[config.mk]
export PLATFORM = sky130hd
export DESIGN_NAME = utf8_stream_decoder
export DESIGN_NICKNAME = d
export VERILOG_FILES = /design/src/sv/u8d_pkg.sv /design/src/sv/utf8_stream_decoder.sv /design/src/sv/u8d_step.sv
export SDC_FILE = /design/constraint.sdc
export NUM_CORES = 1
export LEC_CHECK = 0
export BUFFER_PORTS_ARGS = -buffer_cell sky130_fd_sc_hd__buf_2
export CORE_MARGIN = 2
export CORE_UTILIZATION = 58
export CTS_BUF_LIST = sky130_fd_sc_hd__clkbuf_8
export DETAILED_ROUTE_END_ITERATION = 8
export GPL_TIMING_DRIVEN = 0
export MAX_ROUTING_LAYER = met4
export PLACE_DENSITY = 0.85
export SLEW_MARGIN = 20
export SYNTH_ARGS = -nofsm -noshare
export SYNTH_HDL_FRONTEND = slang
export SYNTH_HIERARCHICAL = 1
export SYNTH_SLANG_ARGS = --single-unit
[constraint.sdc]
create_clock -name clock -period 3.65 [get_ports clock]
set_input_delay 0.1825 -clock clock [delete_from_list [all_inputs] [get_ports clock]]
set_output_delay 0.1825 -clock clock [all_outputs]
set_load 0.05 [all_outputs]
[src/sv/u8d_pkg.sv]
// u8d_pkg: shared types and constants for the UTF-8 stream decoder.
// No dependencies.
package u8d_pkg;

   localparam int unsigned ByteW   = 8;
   localparam int unsigned CpW     = 21;
   localparam int unsigned StatusW = 3;

   // result status codes
   localparam logic [StatusW-1:0] ST_OK       = 3'd0;
   localparam logic [StatusW-1:0] ST_END      = 3'd1;
   localparam logic [StatusW-1:0] ST_OVERLONG = 3'd2;
   localparam logic [StatusW-1:0] ST_TRUNC    = 3'd3;
   localparam logic [StatusW-1:0] ST_BADLEAD  = 3'd4;

   // smallest legal value for each sequence length
   localparam logic [CpW-1:0] FLOOR_2 = 21'h00080;
   localparam logic [CpW-1:0] FLOOR_3 = 21'h00800;
   localparam logic [CpW-1:0] FLOOR_4 = 21'h10000;

   localparam logic [2:0] LEN_2 = 3'd2;
   localparam logic [2:0] LEN_3 = 3'd3;

   typedef struct packed {
      logic [1:0]     bytes_left;
      logic [2:0]     seq_length;
      logic [CpW-1:0] accum;
   } u8d_state_type;

   typedef struct packed {
      logic               valid;
      logic [CpW-1:0]     code_point;
      logic [StatusW-1:0] status;
   } u8d_result_type;

endpackage

[src/sv/utf8_stream_decoder.sv]
// utf8_stream_decoder: streaming UTF-8 decoder, one byte word in, at most one
// code point word out. Each result is written to the result register when its final byte is accepted.
// Throughput 1 byte per cycle; a new byte is taken while the result register
// is empty or its word is taken in the same cycle.
// Reset (synchronous, active high) closes any open sequence, clears the
// accumulator and empties the result register.
module utf8_stream_decoder import u8d_pkg::*; (
   input  logic               clock,
   input  logic               reset,
   input  logic               req_valid,
   output logic               req_ready,
   input  logic [ByteW-1:0]   req_in_byte,
   input  logic               req_end_of_string,
   output logic               rsp_valid,
   input  logic               rsp_ready,
   output logic [CpW-1:0]     rsp_code_point,
   output logic [StatusW-1:0] rsp_status
);

   // sequence state: bytes still expected, length, gathered bits
   u8d_state_type  state_ff, state_in;
   u8d_state_type  step_nxt;
   u8d_result_type step_res;

   // result register
   logic               rsp_valid_ff, rsp_valid_in;
   logic [CpW-1:0]     cp_ff, cp_in;
   logic [StatusW-1:0] status_ff, status_in;

   logic take;

   u8d_step u_step (
      .cur     (state_ff),
      .in_byte (req_in_byte),
      .last    (req_end_of_string),
      .nxt     (step_nxt),
      .res     (step_res)
   );

   // Accept whenever the result slot is free or drains this cycle.
   assign req_ready = !rsp_valid_ff || rsp_ready;
   assign take      = req_valid && req_ready;

   always_comb begin
      state_in     = state_ff;
      rsp_valid_in = rsp_valid_ff && !rsp_ready;
      cp_in        = cp_ff;
      status_in    = status_ff;
      if (take) begin
         state_in = step_nxt;
         if (step_res.valid) begin
            rsp_valid_in = 1'b1;
            cp_in        = step_res.code_point;
            status_in    = step_res.status;
         end
      end
   end

   always_ff @(posedge clock) begin
      if (reset) begin
         state_ff     <= '0;
         rsp_valid_ff <= 1'b0;
      end else begin
         state_ff     <= state_in;
         rsp_valid_ff <= rsp_valid_in;
      end
      cp_ff     <= cp_in;
      status_ff <= status_in;
   end

   assign rsp_valid      = rsp_valid_ff;
   assign rsp_code_point = cp_ff;
   assign rsp_status     = status_ff;

`ifndef ASSERT_OFF
   // any non-ok status carries a zero code point
   a_err_cp_zero: assert property (@(posedge clock) disable iff (reset)
      (rsp_valid && rsp_status != ST_OK) |-> rsp_code_point == '0)
      else $error("error status with nonzero code point");

   // an open sequence always has a length, an idle decoder none
   a_len_consistent: assert property (@(posedge clock) disable iff (reset)
      (state_ff.bytes_left == 2'd0) == (state_ff.seq_length == 3'd0))
      else $error("sequence length and bytes left disagree");

   // the end mark always leaves the decoder idle
   a_end_idles: assert property (@(posedge clock) disable iff (reset)
      (req_valid && req_ready && req_end_of_string) |=> state_ff.bytes_left == 2'd0)
      else $error("sequence still open after end mark");

   // a word is never accepted while the result slot is held
   a_no_overrun: assert property (@(posedge clock) disable iff (reset)
      (rsp_valid && !rsp_ready) |-> !req_ready)
      else $error("byte accepted over a stalled result");
`endif

endmodule

[src/sv/u8d_step.sv]
// u8d_step: combinational next-state and result logic for one byte.
// Depends on u8d_pkg.
module u8d_step import u8d_pkg::*; (
   input  u8d_state_type      cur,
   input  logic [ByteW-1:0]   in_byte,
   input  logic               last,
   output u8d_state_type      nxt,
   output u8d_result_type     res
);

   logic [CpW-1:0] acc_shift;
   logic [1:0]     left_dec;
   logic [CpW-1:0] floor_val;

   assign acc_shift = {cur.accum[CpW-7:0], in_byte[5:0]};
   assign left_dec  = cur.bytes_left - 2'd1;

   always_comb begin
      case (cur.seq_length)
         LEN_2:   floor_val = FLOOR_2;
         LEN_3:   floor_val = FLOOR_3;
         default: floor_val = FLOOR_4;
      endcase
   end

   always_comb begin
      nxt = cur;
      res = '{valid: 1'b0, code_point: '0, status: ST_OK};
      if (cur.bytes_left == 2'd0) begin
         if (in_byte == 8'h00) begin
            res = '{valid: 1'b1, code_point: '0, status: ST_END};
         end else if (in_byte inside {[8'h01:8'hBF], 8'hFE, 8'hFF}) begin
            res = '{valid: 1'b1, code_point: {13'd0, in_byte}, status: ST_OK};
         end else if (in_byte inside {[8'hF8:8'hFD]}) begin
            res = '{valid: 1'b1, code_point: '0, status: ST_BADLEAD};
         end else if (last) begin
            nxt = '0;
            res = '{valid: 1'b1, code_point: '0, status: ST_TRUNC};
         end else if (in_byte inside {[8'hC0:8'hDF]}) begin
            nxt = '{bytes_left: 2'd1, seq_length: 3'd2, accum: {16'd0, in_byte[4:0]}};
         end else if (in_byte inside {[8'hE0:8'hEF]}) begin
            nxt = '{bytes_left: 2'd2, seq_length: 3'd3, accum: {17'd0, in_byte[3:0]}};
         end else begin
            nxt = '{bytes_left: 2'd3, seq_length: 3'd4, accum: {18'd0, in_byte[2:0]}};
         end
      end else if (left_dec != 2'd0) begin
         // middle byte
         if (last) begin
            nxt = '0;
            res = '{valid: 1'b1, code_point: '0, status: ST_TRUNC};
         end else begin
            nxt.bytes_left = left_dec;
            nxt.accum      = acc_shift;
         end
      end else begin
         // final byte: overlong check
         nxt = '0;
         if (acc_shift < floor_val) begin
            res = '{valid: 1'b1, code_point: '0, status: ST_OVERLONG};
         end else begin
            res = '{valid: 1'b1, code_point: acc_shift, status: ST_OK};
         end
      end
   end

endmodule
### Word level (Yosys, flattened, before mapping)

Cells that the tools add are included.

* add/subtract/negate cells: 1
* order comparisons: 9
* equal/unequal tests: 8
* multiplexer cells: 21
* reduce and logical (&&, ||, !) cells: 16

Operator list (count)
* $mux W26: 7
* $mux W25: 7
* $pmux W17 S2: 1
* $le A8 B8 Y1 const B: 4
* $ge A8 B8 Y1 const B: 3
* $mux W24: 1
* $lt A21 B17 Y1: 1
* $mux W21: 1
* $eq A8 B8 Y1 const B: 2
* $ge A8 B1 Y1 const B: 1
* $logic_not A8 Y1: 1
* $eq A3 B2 Y1 const B: 2
* $logic_and A1 B1 Y1: 6
* $ne A2 B2 Y1 const B: 3
* $reduce_and A5 Y1: 1
* $reduce_and A4 Y1: 1
* $mux W3: 1
* $ne A3 B2 Y1 const B: 1
* $reduce_bool A3 Y1: 1
* $logic_not A1 Y1: 2
* $logic_not A2 Y1: 1
* $mux W1: 2
* $mux W2: 1
* $reduce_and A2 Y1: 1
* other kinds (3): 3

* flip-flop bits (word level): 45
* output and inout port bits: 26
* logic and storage cells: 61

### Depth between registers and ports, before layout

* depth after elaboration: 9
* mapped depth: 9

### By module

The synthesis kept the hierarchy.

Modules (own cells, without submodules)
* utf8_stream_decoder: times used 1, cells each 148, area each 1979.4 sq um, sequential area each 1261.2 sq um
* u8d_step: times used 1, cells each 123, area each 790.8 sq um, sequential area each 0.0 sq um

### Least setup slack after synthesis

No wires, ideal clock.

* path kind: flip-flop to flip-flop
* from: reg state_ff[24] in the netlist's numbering
* to: reg cp_ff[0] (netlist: rsp_code_point[0]) (enable)
* data arrival time: 2.438 ns
* data required time: 3.242 ns
* slack: 0.804 ns
* stages on the path, launching flop included: 10
* period minus slack after synthesis: 2.846 ns
* cells stage by stage: dfxtp_1 > inv_1 > ha_1 > clkbuf_1 > nor2_1 > a31oi_1 > nor2_1 > inv_1 > nand2_1 > nor2b_1

RTL lines
* start, declared: RTL line utf8_stream_decoder.sv:21 `u8d_state_type state_ff, state_in;`
* start signal, assigned: RTL line utf8_stream_decoder.sv:64 `state_ff <= state_in;`
* end signal, assigned: RTL line utf8_stream_decoder.sv:67 `cp_ff <= cp_in;`
* end, declared: RTL line utf8_stream_decoder.sv:27 `logic [CpW-1:0] cp_ff, cp_in;`

==> impl_metrics.py <==
metrics = {
    "outcome": {
        "status": "complete, no violations",
    },
    "power_and_ir_drop": {
        "p_switching_uw": 373,
        "vdd_ir_drop_max_mv": 0.228,
        "p_int_uw": 766,
        "p_comb_share_pct": 20.9,
        "power_per_cell_area_nw_per_um2": 406,
        "design_power_total_uw": 1140,
        "p_seq_share_pct": 50.3,
        "switching_share_pct": 32.8,
        "p_leak_uw": 0.00105,
        "power.share.clock_pct": 28.8,
    },
    "logic_synthesis": {
        "synth_warnings": 6,
        "netlist_instances": 241,
        "netlist_area_um2": 2470,
        "synth_nets": 258,
        "avgSynthCellArea_um2": 10.2,
    },
    "clocking": {
        "cts_resized": 0,
        "htree_num_levels": 2,
        "clk_pin_slew_worst_paths_ns": 0.10,
        "insertion_delay_ns": 0.31,
        "cts_buffers": 5,
        "clock_sinks": 45,
        "hold_buffers": 0,
        "root_buffer": "clkbuf_8",
        "cts_buffer_depth": 2,
        "cts_tree": "built",
        "postCtsSetupBuffers": 0,
    },
    "floorplan": {
        "ios": 39,
        "placementRows": 23,
        "core-area_um2": 4060,
        "initial_core_util_pct": 60.8,
        "die_x_um": 69.2,
        "die-area_um2": 4790,
        "die_h_um": 69.2,
    },
    "layout": {
        "final_common_cell": "buf_2",
        "fillers": 320,
        "multiInputGateArea_um2": 1180,
        "stdcell_area_um2": 2800,
        "diodes": 0,
        "regArea_um2": 1140,
        "final_cell_mix": "36 x buf_2, 24 x edfxtp_1, 21 x nand2b_1, 21 x dfxtp_1, 20 x nand4b_1",
        "drive_above_1_share_pct": 29.0,
        "nNetsFinal": 299,
        "area.growth.synth_to_final_pct": 13.6,
    },
    "global_route": {
        "grt_antenna_before_repair": 0,
        "first_global_vias": 1883,
        "grt_pass1_wl_mm": 9.40,
        "track_usage_pct": 25.1,
        "grt_max_degree": 19,
        "gr-total-overflow": 0,
    },
    "route": {
        "dr.pass1.iters": 8,
        "drc": 0,
        "initialDrtViolationCount": 268,
        "vias_per_cell": 6.09,
        "vias": 2029,
        "antenna_left": 0,
        "wl_mm": 5.57,
        "wire_per_inst_um": 16.7,
    },
    "placed_design": {
        "portBuffers": 33,
        "pre_cts_slack_ns": 0.985,
        "dp_hpwl_mm": 4.03,
        "gp_congestion": 0.979,
        "postPlaceCellArea_um2": 2710,
    },
    "worst_setup_path": {
        "crit_path_start_kind": "flip-flop",
        "critPathKind": "reg2reg",
        "cp.arrival_ns": 2.76,
        "required_ns": 3.66,
        "crit_path_end_kind": "flip-flop",
        "crit_fanout": 18,
    },
    "timing": {
        "relSlewSlack_pct": 34.0,
        "fmax_mhz": 364,
        "worst_slew_pin_slew_ns": 0.982,
        "hold_viol": 0,
        "rsz0062_at_grt": "false",
        "period_minus_slack_ns": 2.75,
        "fin_crit_sh_pct": 75.3,
        "fin_setup_tns_ns": 0,
        "slew_violations": 0,
        "timing.final.ws_setup_ns": 0.901,
        "skew_ns": 0.00976,
        "whs_ns": 0.180,
        "setup_viol": 0,
    },
    "hold_path": {
        "hold_class": "in2reg",
    },
    "job": {
        "maxCapViolCount": 0,
    },
}
[worst max-delay path, stage by stage (launching register included)]
cell      delay, ns
dfxtp_1        0.32
inv_1          0.10
ha_1           0.22
clkbuf_1       0.41
nor2_1         0.19
a31oi_1        0.22
nor2_1         0.13
inv_1          0.09
nand2_1        0.07
nor2b_2        0.42
buf_6          0.27
[path summary, 6_finish.rpt]
check	from	cells after the start	endpoint	slack (ns)
worst max-delay path	state_ff[25]	10	rsp_code_point[8]	0.90
worst min-delay path	req_valid	3	state_ff[25]	0.18
worst min register to register	state_ff[25]	2	state_ff[25]	0.49
worst max register to register	state_ff[25]	10	rsp_code_point[8]	0.90
[layer usage]
| layer | up-vias | wire length [µm] | GRT usage, % |
|---|---|---|---|
| met1 | 958 | 2470 | 34.5 |
| met3 | 9 | 384 | 3.92 |
| met5 | - | 0 | - |
| met2 | 87 | 2620 | 38.4 |
| li1 | 975 | - | - |
| met4 | 0 | 91 | 8.06 |
[sequential cells by signal, summed over array words and instances, names as in the netlist]
name            count
rsp_code_point     21
rsp_status          3
rsp_valid           1
state_ff           20
[final cells by class]
cell class	instances	share of cell area, %
Timing Repair Buffer	34	6.29
Inverter	6	0.803
Clock buffer	5	2.45
Sequential cell	45	40.7
Clock inverter	3	0.892
Multi-Input combinational cell	168	42.2
Buffer	22	4.42
Tap cell	50	2.23
[power groups by stage]
| stage | combinational, µW | sequential [µW] | clock, µW |
|---|---|---|---|
| 4_1_cts | 237 | 574 | 328 |
| 6_report | 238 | 573 | 328 |
| 2_1_floorplan | 99.2 | 665 | 0 |
| 5_1_grt | 254 | 576 | 345 |
| 3_5_place_dp | 236 | 585 | 0 |
| 3_3_place_gp | 229 | 585 | 0 |
[per-stage QoR]
step	utilization, %	std cells
floorplan	-	241
global placement	66.5	324
detailed placement	66.8	325
CTS	69.1	333
global route	69.1	333
finish	69.1	333
No activity file was read; power rests on OpenSTA's default activity.
